<file path="src/keyframe_camera_interpolator_macros.svh">
// assertion macros for the keyframe camera interpolator
`ifndef KEYFRAME_CAMERA_INTERPOLATOR_MACROS_SVH
`define KEYFRAME_CAMERA_INTERPOLATOR_MACROS_SVH

// same-cycle implication
`define KCI_ASSERT_IMP(lbl, ante, cons) \
    lbl: assert property (@(posedge clk) disable iff (!rst_n) (ante) |-> (cons)) \
        else $error("assertion failed");

// next-cycle implication
`define KCI_ASSERT_NXT(lbl, ante, cons) \
    lbl: assert property (@(posedge clk) disable iff (!rst_n) (ante) |=> (cons)) \
        else $error("assertion failed");

`endif

</file>
<file path="src/kci_pkg.sv">
package kci_pkg;

    localparam int MAX_KEYS = 64;
    localparam int KEY_W    = $clog2(MAX_KEYS);
    localparam int CNT_W    = KEY_W + 1;
    localparam int NCOORD   = 6;
    localparam int FRAC_W   = 16;

    typedef enum logic [1:0] {
        CMD_APPEND = 2'd0,
        CMD_CLEAR  = 2'd1,
        CMD_START  = 2'd2,
        CMD_QUERY  = 2'd3
    } cmd_t;

    typedef enum logic [2:0] {
        ST_OK          = 3'd0,
        ST_ENDED       = 3'd1,
        ST_NOT_STARTED = 3'd2,
        ST_ACCEPTED    = 3'd3,
        ST_FULL        = 3'd4
    } status_t;

    typedef enum logic [2:0] {
        S_IDLE,
        S_SCAN,
        S_EVAL,
        S_DIV,
        S_MUL,
        S_BLEND,
        S_DONE
    } state_t;

    typedef struct packed {
        logic [31:0]                    stamp;
        logic [NCOORD-1:0][31:0]        coord;
    } key_t;

endpackage

</file>
<file path="src/kci_cell.sv">
module kci_cell (
    input  logic        clk,
    input  logic        shift_en,
    input  logic        wr_en,
    input  kci_pkg::key_t wr_key,
    input  kci_pkg::key_t next_key,
    output kci_pkg::key_t key
);
    import kci_pkg::*;

    key_t key_reg;
    key_t key_next;

    always_comb
    begin
        key_next = key_reg;
        if (wr_en)
        begin
            key_next = wr_key;
        end
        else if (shift_en)
        begin
            key_next = next_key;
        end
    end

    always_ff @(posedge clk)
    begin
        key_reg <= key_next;
    end

    assign key = key_reg;

endmodule

</file>
<file path="config.mk">
export PLATFORM = sky130hd
export DESIGN_NAME = kci_cell
export DESIGN_NICKNAME = d
export VERILOG_FILES = /design/src/keyframe_camera_interpolator_macros.svh /design/src/kci_pkg.sv /design/src/kci_cell.sv
export SDC_FILE = /design/constraint.sdc
export NUM_CORES = 1
export LEC_CHECK = 0
export ABC_AREA = 1
export BUFFER_PORTS_ARGS = -buffer_cell sky130_fd_sc_hd__buf_2
export CAP_MARGIN = 15
export CORE_AREA = 3 3 259 261
export CTS_BUF_LIST = sky130_fd_sc_hd__clkbuf_8
export DETAILED_ROUTE_END_ITERATION = 7
export DIE_AREA = 0 0 262 264
export PLACE_DENSITY = 0.4
export SETUP_SLACK_MARGIN = 0.3
export SYNTH_ARGS = -nofsm -noshare
export SYNTH_HDL_FRONTEND = slang
export SYNTH_SLANG_ARGS = --single-unit
</file>
<file path="constraint.sdc">
create_clock -name clk -period 4.35 [get_ports clk]
set_input_delay 0.435 -clock clk [delete_from_list [all_inputs] [get_ports clk]]
set_output_delay 0.435 -clock clk [all_outputs]
set_load 0.03 [all_outputs]
</file>
==> impl_metrics.yaml <==
detailed_routing:
  drt-pass1-iter-count: 5
  vias: 8966
  drc: 0
  met2WireLength_um: 20300
  dr.first_iter.drc_count: 446
  avgRoutedWirePerCell_um: 15.6
  highest_layer: "met5"
  routed_wl_um: 39400
  viasPerCell: 3.56
  wl_met3_um: 3240
  wl_met1_um: 14800
  ant_nets: 0
cts:
  cts_tree: "yes"
  cts_max_level: 2
  root_buffer: "clkbuf_8"
  cts.sinks: 224
  hold_buffers: 0
  cts-buffers-inserted: 42
  cts_resized: 0
  clkTransAtPathRegs_ns: 0.06
  clock_path_buffers: 3
  postCtsSetupBuffers: 0
power:
  p_sw_uw: 1840
  comb_power_share: 0.218
  p_leak_uw: 0.00747
  seqPwrFrac: 0.469
  ir_drop_v: 0.000191
  internal_power_uw: 3980
  swShare: 0.316
  p_per_area_mw_per_mm2: 398
  p_clk_frac: 0.312
flow_run:
  max_cap_violations: 0
cells_and_area:
  drive_above_1_share: 0.445
  seqCellArea_mm2: 0.00673
  largest_reg_flops: 224
  nets: 2081
  multi_input_area_mm2: 0.00253
  syn_to_final_growth_pct: 52.0
  final_cell_area_mm2: 0.0146
  final_core_util: 0.226
  fillers: 7234
die:
  dieHeight_um: 264
  dieArea_mm2: 0.0692
  row_count: 93
  initial_core_util: 0.148
  io_pins: 675
  core_mm2: 0.0647
  die_w_um: 262
grt:
  grt_overflow: 0
  grtUsageTotal: 0.106
  grt_pass1_vias: 8885
  grt_max_degree: 101
  antenna_found_initial: 8
  grt_pass1_wl_um: 54600
timing:
  rsz0062_at_grt: "false"
  period_needed_ns: 1.92
  tightest_slew_ns: 0.900
  setup_slack_ns: 2.43
  hold_ws_ns: 0.127
  timing.final.hold_violations: 0
  drv_slew: 0
  fin_setup_tns_ns: 0
  setup_violations: 0
  finalCritPeriodShare: 0.442
  slew_headroom: 0.400
  fmax_ghz: 0.520
min_path:
  whs_endpoint: "key[25]"
  hold_class: "in -> reg"
  hp-start: "next_key[25]"
  hold_path_depth: 3
setup_path:
  start_kind: "input pin"
  critical_path_class: "in -> reg"
  endpoint_kind: "register"
  critPathMaxFanout: 85
  cp.arrival_ns: 2.14
  crit_start: "wr_en"
  crit_required_ns: 4.57
yosys:
  syn_area_mm2: 0.00960
  yosys.cell_count.top_type: "nand2_1"
  synthesis.nets: 1398
  avgSynthCellArea_um2: 10.1
  netlist_top_cells_count: "nand2_1 (672), edfxtp_1 (224), buf_2 (28)"
  seq_area_frac_synth: 0.700
  async_reset_ff_frac: 0
  ys.warnings.count: 0
  ys_types: 7
  syn_inst: 947
  synth.ff_latch_count: 224
  ys.flop_type: "edfxtp_1"
  synth_edf_count: 224
  yosys-top-cells-area: "edfxtp_1 (70%), nand2_1 (26%), buf_2 (1.5%)"
  synth_top_area_share: 0.700
  synth_top_cell_by_area: "edfxtp_1"
place:
  port_buffers: 674
  hpwlAfterDp_um: 30900
  place_congestion: 0.801
  dpl_worst_slack_ns: 1.80
  place_area_mm2: 0.0139
run_status:
  status: "complete, no violations"
[layout by cell type (no fill, tap or decap)]
cell      Yosys  final
buf_12        0      3
buf_2        28    673
buf_4         9     11
buf_6        12      1
clkbuf_8      0     45
clkinv_1      0     11
clkinv_2      0      3
diode_2       0      6
edfxtp_1    224    224
inv_1         0     13
inv_6         0      1
nand2_1     672    672
or2_4         0      1
[power groups by stage]
stage	Combinational [uW]	Clock, uW	Sequential [uW]
finish	1270	1820	2730
global route	1360	2030	2750
floorplan	236	0	3270
global placement	1300	0	2770
CTS	1290	1940	2730
detailed placement	1290	0	2770
[per-layer routing]
layer	up-vias	track usage
li1	4423	-
met1	4075	0.116
met2	401	0.192
met3	65	0.0300
met4	2	0.0395
met5	-	0
[layout make-up]
class	count	share of cell area
antenna	6	0.00103
clock inverter	27	0.00720
sequential	224	0.461
multi-input combinational	673	0.173
clock buffer	45	0.0424
tap	855	0.0733
timing repair buffer	688	0.241
inverter	1	0.000600
[critical path, cell delays in order]
cell and delay, ns:
buf_6 0.49, or2_4 0.68, buf_12 0.38
[how the worst max path moves through the flow]
| stage | end |
|---|---|
| floorplan | key[0] |
| global placement | key[129] |
| detailed placement | key[141] |
| CTS | key[77] |
| global route | key[154] |
| finish | key[121] |
[through the flow]
step / power [uW] / instances
finish: 5810 / 2519
floorplan: 3500 / 947
CTS: 5970 / 2513
detailed placement: 4070 / 2441
global route: 6150 / 2518
global placement: 4070 / 2441
[kinds of logic after synthesis]
group | after synthesis | synth area share
buffers and inverters | 50 | 0.0363
DFF | 224 | 0.700
and+or+nand+nor | 673 | 0.263
No activity file was read; power rests on OpenSTA's default activity.
