### src/keyframe_camera_interpolator_macros.svh
// assertion macros for the keyframe camera interpolator
`ifndef KEYFRAME_CAMERA_INTERPOLATOR_MACROS_SVH
`define KEYFRAME_CAMERA_INTERPOLATOR_MACROS_SVH

// same-cycle implication
`define KCI_ASSERT_IMP(lbl, ante, cons) \
    lbl: assert property (@(posedge clk) disable iff (!rst_n) (ante) |-> (cons)) \
        else $error("assertion failed");

// next-cycle implication
`define KCI_ASSERT_NXT(lbl, ante, cons) \
    lbl: assert property (@(posedge clk) disable iff (!rst_n) (ante) |=> (cons)) \
        else $error("assertion failed");

`endif

### src/kci_pkg.sv
package kci_pkg;

    localparam int MAX_KEYS = 64;
    localparam int KEY_W    = $clog2(MAX_KEYS);
    localparam int CNT_W    = KEY_W + 1;
    localparam int NCOORD   = 6;
    localparam int FRAC_W   = 16;

    typedef enum logic [1:0] {
        CMD_APPEND = 2'd0,
        CMD_CLEAR  = 2'd1,
        CMD_START  = 2'd2,
        CMD_QUERY  = 2'd3
    } cmd_t;

    typedef enum logic [2:0] {
        ST_OK          = 3'd0,
        ST_ENDED       = 3'd1,
        ST_NOT_STARTED = 3'd2,
        ST_ACCEPTED    = 3'd3,
        ST_FULL        = 3'd4
    } status_t;

    typedef enum logic [2:0] {
        S_IDLE,
        S_SCAN,
        S_EVAL,
        S_DIV,
        S_MUL,
        S_BLEND,
        S_DONE
    } state_t;

    typedef struct packed {
        logic [31:0]                    stamp;
        logic [NCOORD-1:0][31:0]        coord;
    } key_t;

endpackage

### src/kci_div.sv
module kci_div (
    input  logic                       clk,
    input  logic                       rst_n,
    input  logic                       start,
    input  logic [31:0]                num,
    input  logic [31:0]                den,
    output logic                       done,
    output logic [kci_pkg::FRAC_W-1:0] quo
);
    import kci_pkg::*;

    logic [31:0]       rem_reg, rem_next;
    logic [31:0]       den_reg, den_next;
    logic [FRAC_W-1:0] quo_reg, quo_next;
    logic [4:0]        cnt_reg, cnt_next;
    logic              busy_reg, busy_next;
    logic              done_reg, done_next;
    logic [32:0]       trial;

    always_comb
    begin
        rem_next  = rem_reg;
        den_next  = den_reg;
        quo_next  = quo_reg;
        cnt_next  = cnt_reg;
        busy_next = busy_reg;
        done_next = 1'b0;
        trial     = {rem_reg, 1'b0};
        if (start)
        begin
            rem_next  = num;
            den_next  = den;
            cnt_next  = 5'd0;
            busy_next = 1'b1;
        end
        else if (busy_reg)
        begin
            // one quotient bit per cycle, remainder stays below divisor
            if (trial >= {1'b0, den_reg})
            begin
                rem_next = 32'(trial - {1'b0, den_reg});
                quo_next = {quo_reg[FRAC_W-2:0], 1'b1};
            end
            else
            begin
                rem_next = trial[31:0];
                quo_next = {quo_reg[FRAC_W-2:0], 1'b0};
            end
            cnt_next = cnt_reg + 5'd1;
            if (cnt_reg == 5'(FRAC_W - 1))
            begin
                busy_next = 1'b0;
                done_next = 1'b1;
            end
        end
    end

    always_ff @(posedge clk or negedge rst_n)
    begin
        if (!rst_n)
        begin
            busy_reg <= 1'b0;
            done_reg <= 1'b0;
            cnt_reg  <= 5'd0;
        end
        else
        begin
            busy_reg <= busy_next;
            done_reg <= done_next;
            cnt_reg  <= cnt_next;
        end
    end

    always_ff @(posedge clk)
    begin
        rem_reg <= rem_next;
        den_reg <= den_next;
        quo_reg <= quo_next;
    end

    assign done = done_reg;
    assign quo  = quo_reg;

endmodule

### config.mk
export PLATFORM = sky130hd
export DESIGN_NAME = kci_div
export DESIGN_NICKNAME = d
export VERILOG_FILES = /design/src/keyframe_camera_interpolator_macros.svh /design/src/kci_pkg.sv /design/src/kci_div.sv
export SDC_FILE = /design/constraint.sdc
export NUM_CORES = 1
export LEC_CHECK = 0
export ABC_AREA = 1
export BUFFER_PORTS_ARGS = -buffer_cell sky130_fd_sc_hd__buf_2
export CORE_MARGIN = 2
export CORE_UTILIZATION = 30
export DETAILED_ROUTE_END_ITERATION = 12
export GPL_ROUTABILITY_DRIVEN = 1
export PLACE_DENSITY = 0.52
export SLEW_MARGIN = 20
export SYNTH_ARGS = -nofsm -noshare
export SYNTH_HDL_FRONTEND = slang
export SYNTH_SLANG_ARGS = --single-unit
### constraint.sdc
create_clock -name clk -period 2.1 [get_ports clk]
set_input_delay 0.105 -clock clk [delete_from_list [all_inputs] [get_ports clk]]
set_output_delay 0.105 -clock clk [all_outputs]
set_load 0.05 [all_outputs]
==> metrics.txt <==
# TYPE chip_impl_metric gauge
chip_impl_metric{name="floorplan.io_pins",unit=""} 84
chip_impl_metric{name="timing.critical_path.required",unit="ns"} 2.21
chip_impl_metric{name="synth-simple-area-share",unit=""} 0.348
chip_impl_metric{name="fraction_of_final_layout_cells_with_drive_strength_greater_than_1",unit=""} 0.307
chip_impl_metric{name="register_area",unit="um2"} 2580
chip_impl_metric{name="post_synth_mux_area_share",unit=""} 0
chip_impl_metric{name="share_of_synthesized_cell_area_in_full_adder_half_adder_and_majority_cells",unit=""} 0.0708
chip_impl_info{name="synth_flop_cell",value="edfxtp_1"} 1
chip_impl_metric{name="synth_edf_count",unit=""} 80
chip_impl_info{name="violations",value="negative setup slack"} 1
chip_impl_metric{name="grt.met1_usage",unit=""} 0.258
chip_impl_info{name="synth_top_family_by_area",value="simple AND/OR/NAND/NOR gates"} 1
chip_impl_metric{name="multi_input_comb_area",unit="um2"} 3540
chip_impl_metric{name="routability_driven_placement_congestion_ratio",unit=""} 0.900
chip_impl_metric{name="fp.dieArea",unit="um2"} 22100
chip_impl_metric{name="internal_power",unit="uW"} 7240
chip_impl_metric{name="antenna_found_initial",unit=""} 0
chip_impl_metric{name="clock-skew-final",unit="ns"} 0.0143
chip_impl_metric{name="gr-usage-met3",unit=""} 0.0303
chip_impl_metric{name="grt.total_usage",unit=""} 0.192
chip_impl_metric{name="ant_nets",unit=""} 0
chip_impl_info{name="ctsRootBufferMaster",value="clkbuf_16"} 1
chip_impl_metric{name="die_w",unit="um"} 149
chip_impl_metric{name="dp_slack",unit="ns"} -0.397
chip_impl_info{name="min_delay_worst_type",value="input port to flip-flop"} 1
chip_impl_metric{name="worst_setup_hold_path_clk_slew",unit="ns"} 0.08
chip_impl_info{name="netlist_top_cells_count",value="nand2_1 (325), inv_1 (170), edfxtp_1 (80)"} 1
chip_impl_metric{name="syn_to_final_growth",unit="%"} 49.8
chip_impl_metric{name="tritoncts_num_sinks",unit=""} 87
chip_impl_metric{name="first_pass_grt_wire_length",unit="um"} 32600
chip_impl_metric{name="num_antenna_cells",unit=""} 0
chip_impl_metric{name="synthesis.instances",unit=""} 857
chip_impl_metric{name="final_min_period_over_clock_period",unit=""} 1.13
chip_impl_metric{name="synth_fp_nets",unit=""} 959
chip_impl_metric{name="power.static_leakage",unit="uW"} 0.00481
chip_impl_metric{name="yosys_register_bits",unit=""} 87
chip_impl_info{name="top_usage_layer",value="met2"} 1
chip_impl_info{name="crit_path_category",value="flip-flop to flip-flop"} 1
chip_impl_metric{name="cts_buffer_depth",unit=""} 2
chip_impl_metric{name="finish.cell_count_without_fillers",unit=""} 1395
chip_impl_metric{name="synth.yosys.seq_area_share",unit=""} 0.410
chip_impl_metric{name="chipHeight",unit="um"} 149
chip_impl_metric{name="p_clk_frac",unit=""} 0.130
chip_impl_metric{name="maxSlewViolCount",unit=""} 0
chip_impl_metric{name="drcViolationCount",unit=""} 0
chip_impl_metric{name="max-cap-violations",unit=""} 0
chip_impl_metric{name="syn_area",unit="um2"} 6290
chip_impl_metric{name="fin_nets",unit=""} 1222
chip_impl_metric{name="post-route-min-period",unit="ns"} 2.37
chip_impl_info{name="setup.worst_path.end_class",value="flip-flop"} 1
chip_impl_metric{name="cts_inserted_buffers",unit=""} 9
chip_impl_metric{name="drt_iter0_drc",unit=""} 287
chip_impl_info{name="yosysMostFrequentCell",value="nand2_1"} 1
chip_impl_metric{name="number_of_global_route_vias_before_repair",unit=""} 6304
chip_impl_metric{name="crit_fanout",unit=""} 7
chip_impl_info{name="top_post_synthesis_cells_by_area",value="edfxtp_1 (38%), nand2_1 (19%), inv_1 (10%)"} 1
chip_impl_metric{name="globalRouteOverflowTotal",unit=""} 0
chip_impl_metric{name="timing.critical_path.arrival",unit="ns"} 2.48
chip_impl_metric{name="port_buffers",unit=""} 83
chip_impl_metric{name="power.sequential.fraction",unit=""} 0.213
chip_impl_metric{name="reg2reg_slack",unit="ns"} -0.27
chip_impl_metric{name="finalCoreUtilization",unit=""} 0.461
chip_impl_metric{name="report.final.setup_viol",unit=""} 33
chip_impl_metric{name="post_synth.cell_area_avg",unit="um2"} 7.34
chip_impl_metric{name="power_density",unit="nW/um2"} 1350
chip_impl_metric{name="fp-row-count",unit=""} 52
chip_impl_metric{name="synth.lib_cells_used.distinct",unit=""} 35
chip_impl_info{name="outcome",value="finished with violations"} 1
chip_impl_metric{name="routed-via-count",unit=""} 6168
chip_impl_metric{name="synth.yosys.warnings",unit=""} 0
chip_impl_metric{name="power.ir.vdd_worst",unit="uV"} 650
chip_impl_metric{name="final_hold_viol_count",unit=""} 0
chip_impl_metric{name="area_share_of_the_largest_cell_type_after_synthesis",unit=""} 0.382
chip_impl_metric{name="met2_usage",unit=""} 0.313
chip_impl_metric{name="dp_hpwl",unit="um"} 14700
chip_impl_metric{name="cts_max_level",unit=""} 3
chip_impl_metric{name="grt_max_degree",unit=""} 35
chip_impl_metric{name="detail_route.wl_per_cell",unit="um"} 14.5
chip_impl_metric{name="setup_ws",unit="ns"} -0.269
chip_impl_metric{name="postRouteWirelength",unit="um"} 20300
chip_impl_metric{name="power_switching",unit="uW"} 5450
chip_impl_metric{name="fmax_achieved",unit="MHz"} 422
chip_impl_metric{name="floorplan.initialDensity",unit=""} 0.308
chip_impl_metric{name="post_synth_xor_area_fraction",unit=""} 0.0195
chip_impl_metric{name="min_path_cells",unit=""} 3
chip_impl_info{name="cp-start-kind",value="flip-flop"} 1
chip_impl_metric{name="slew_headroom",unit=""} 0.653
chip_impl_metric{name="std_cell_core_area",unit="um2"} 20400
chip_impl_info{name="cts_tree",value="done"} 1
chip_impl_metric{name="power.share.switching",unit=""} 0.430
chip_impl_metric{name="r2r.worst_path.cells",unit=""} 16
chip_impl_metric{name="asyncSetResetFlopFracSynth",unit=""} 0.0805
chip_impl_metric{name="dp.cells",unit=""} 1315
chip_impl_metric{name="detail_route.first_pass.iterations",unit=""} 4
chip_impl_metric{name="worstSkewPairLatency",unit="ns"} 0.36
chip_impl_metric{name="nFillCells",unit=""} 2109
chip_impl_info{name="synth_top_cell_by_area",value="edfxtp_1"} 1
chip_impl_metric{name="worst_slew_pin_slew",unit="ns"} 0.521
chip_impl_metric{name="synth_compound_gate_area_share",unit=""} 0.0336
chip_impl_metric{name="routed_via_density",unit=""} 4.42
chip_impl_info{name="grt_setup_unrepaired",value="yes"} 1
chip_impl_metric{name="power.share.combinational",unit=""} 0.657
## layer usage
metal,vias to the layer above,wire [um]
met2,110,9270
li1,3202,-
met4,0,534
met3,33,874
met5,-,0
met1,2823,9570
## worst max-delay path: stages, from the launching register on
cell,delay (ns)
edfxtp_1,0.49
ha_4,0.30
buf_6,0.12
nand2_4,0.05
nand2_2,0.04
nand2_1,0.06
nand2_1,0.07
nand2_1,0.07
nand2_2,0.06
nand2_2,0.07
nand2_2,0.06
nor2_4,0.15
buf_12,0.18
clkbuf_16,0.16
nand3b_1,0.08
nand3_1,0.08
nand2_1,0.06
## placed cells by master (no fill, tap or decap), types with 10 or more instances in the layout
master and instances:
nand2_1 299, inv_1 168, buf_4 126, buf_2 83, edfxtp_1 80, nand3_1 54, dlygate4sd3_1 36, nor2_1 35
nand2_2 27, nand3b_1 25, ha_4 24, a21oi_1 18, nand3_2 14, xnor2_1 13, ha_1 10, clkbuf_16 10
## metrics by stage
| stage | hold slack [ns] | setup TNS [ns] | total power [uW] | instance area, um2 |
|---|---|---|---|---|
| 6_report | 0.0105 | -7.12 | 12700 | 9430 |
| 5_1_grt | 0.0125 | -10.51 | 13700 | 9430 |
| 4_1_cts | 0.000494 | -6.47 | 12200 | 9170 |
| 3_5_place_dp | -0.0465 | -10.58 | 9160 | 7880 |
| 3_3_place_gp | -0.0465 | -11.80 | 9160 | 7880 |
| 2_1_floorplan | -0.191 | 0 | 6560 | 6290 |
## cells by family after synthesis
group           after synthesis
fa+ha+maj                    35
xor+xnor                     14
flops                        87
compound gates               37
buf+inv                     187
simple gates                497
## what timing repair did
action	in CTS	in global routing
setup buffers	19	4
pin swaps	28	36
hold buffers	36	0
gates cloned	4	1
endpoints found under the hold margin	42	0
endpoints found under the setup margin	33	33
gates resized for setup	74	37
## power groups by stage
stage | logic (uW) | registers (uW) | clock network (uW)
final | 8340 | 2700 | 1650
after global routing | 9210 | 2750 | 1750
after CTS | 7880 | 2650 | 1700
after detailed placement | 6560 | 2600 | 0
after global placement | 6560 | 2600 | 0
after floorplan | 3930 | 2630 | 0
## final cells by class
| class | instances | area share |
|---|---|---|
| Multi-Input combinational cell | 586 | 0.375 |
| Timing Repair Buffer | 265 | 0.216 |
| Sequential cell | 87 | 0.273 |
| Clock inverter | 7 | 0.00757 |
| Tap cell | 270 | 0.0358 |
| Clock buffer | 9 | 0.0239 |
| Inverter | 171 | 0.0684 |
## worst paths after layout
check / from / endpoint
setup / recovery: rem_reg[17]$_DFFE_PP_ / rem_reg[10]$_DFFE_PP_
max in group asynchronous: rst_n / cnt_reg[4]$_DFFE_PN0P_
setup reg to reg: rem_reg[17]$_DFFE_PP_ / rem_reg[10]$_DFFE_PP_
min in group asynchronous: rst_n / cnt_reg[1]$_DFFE_PN0P_
hold reg to reg: quo[3]$_DFFE_PP_ / quo[4]$_DFFE_PP_
hold / removal: num[28] / rem_reg[28]$_DFFE_PP_
(Power assumes the default switching activity.)
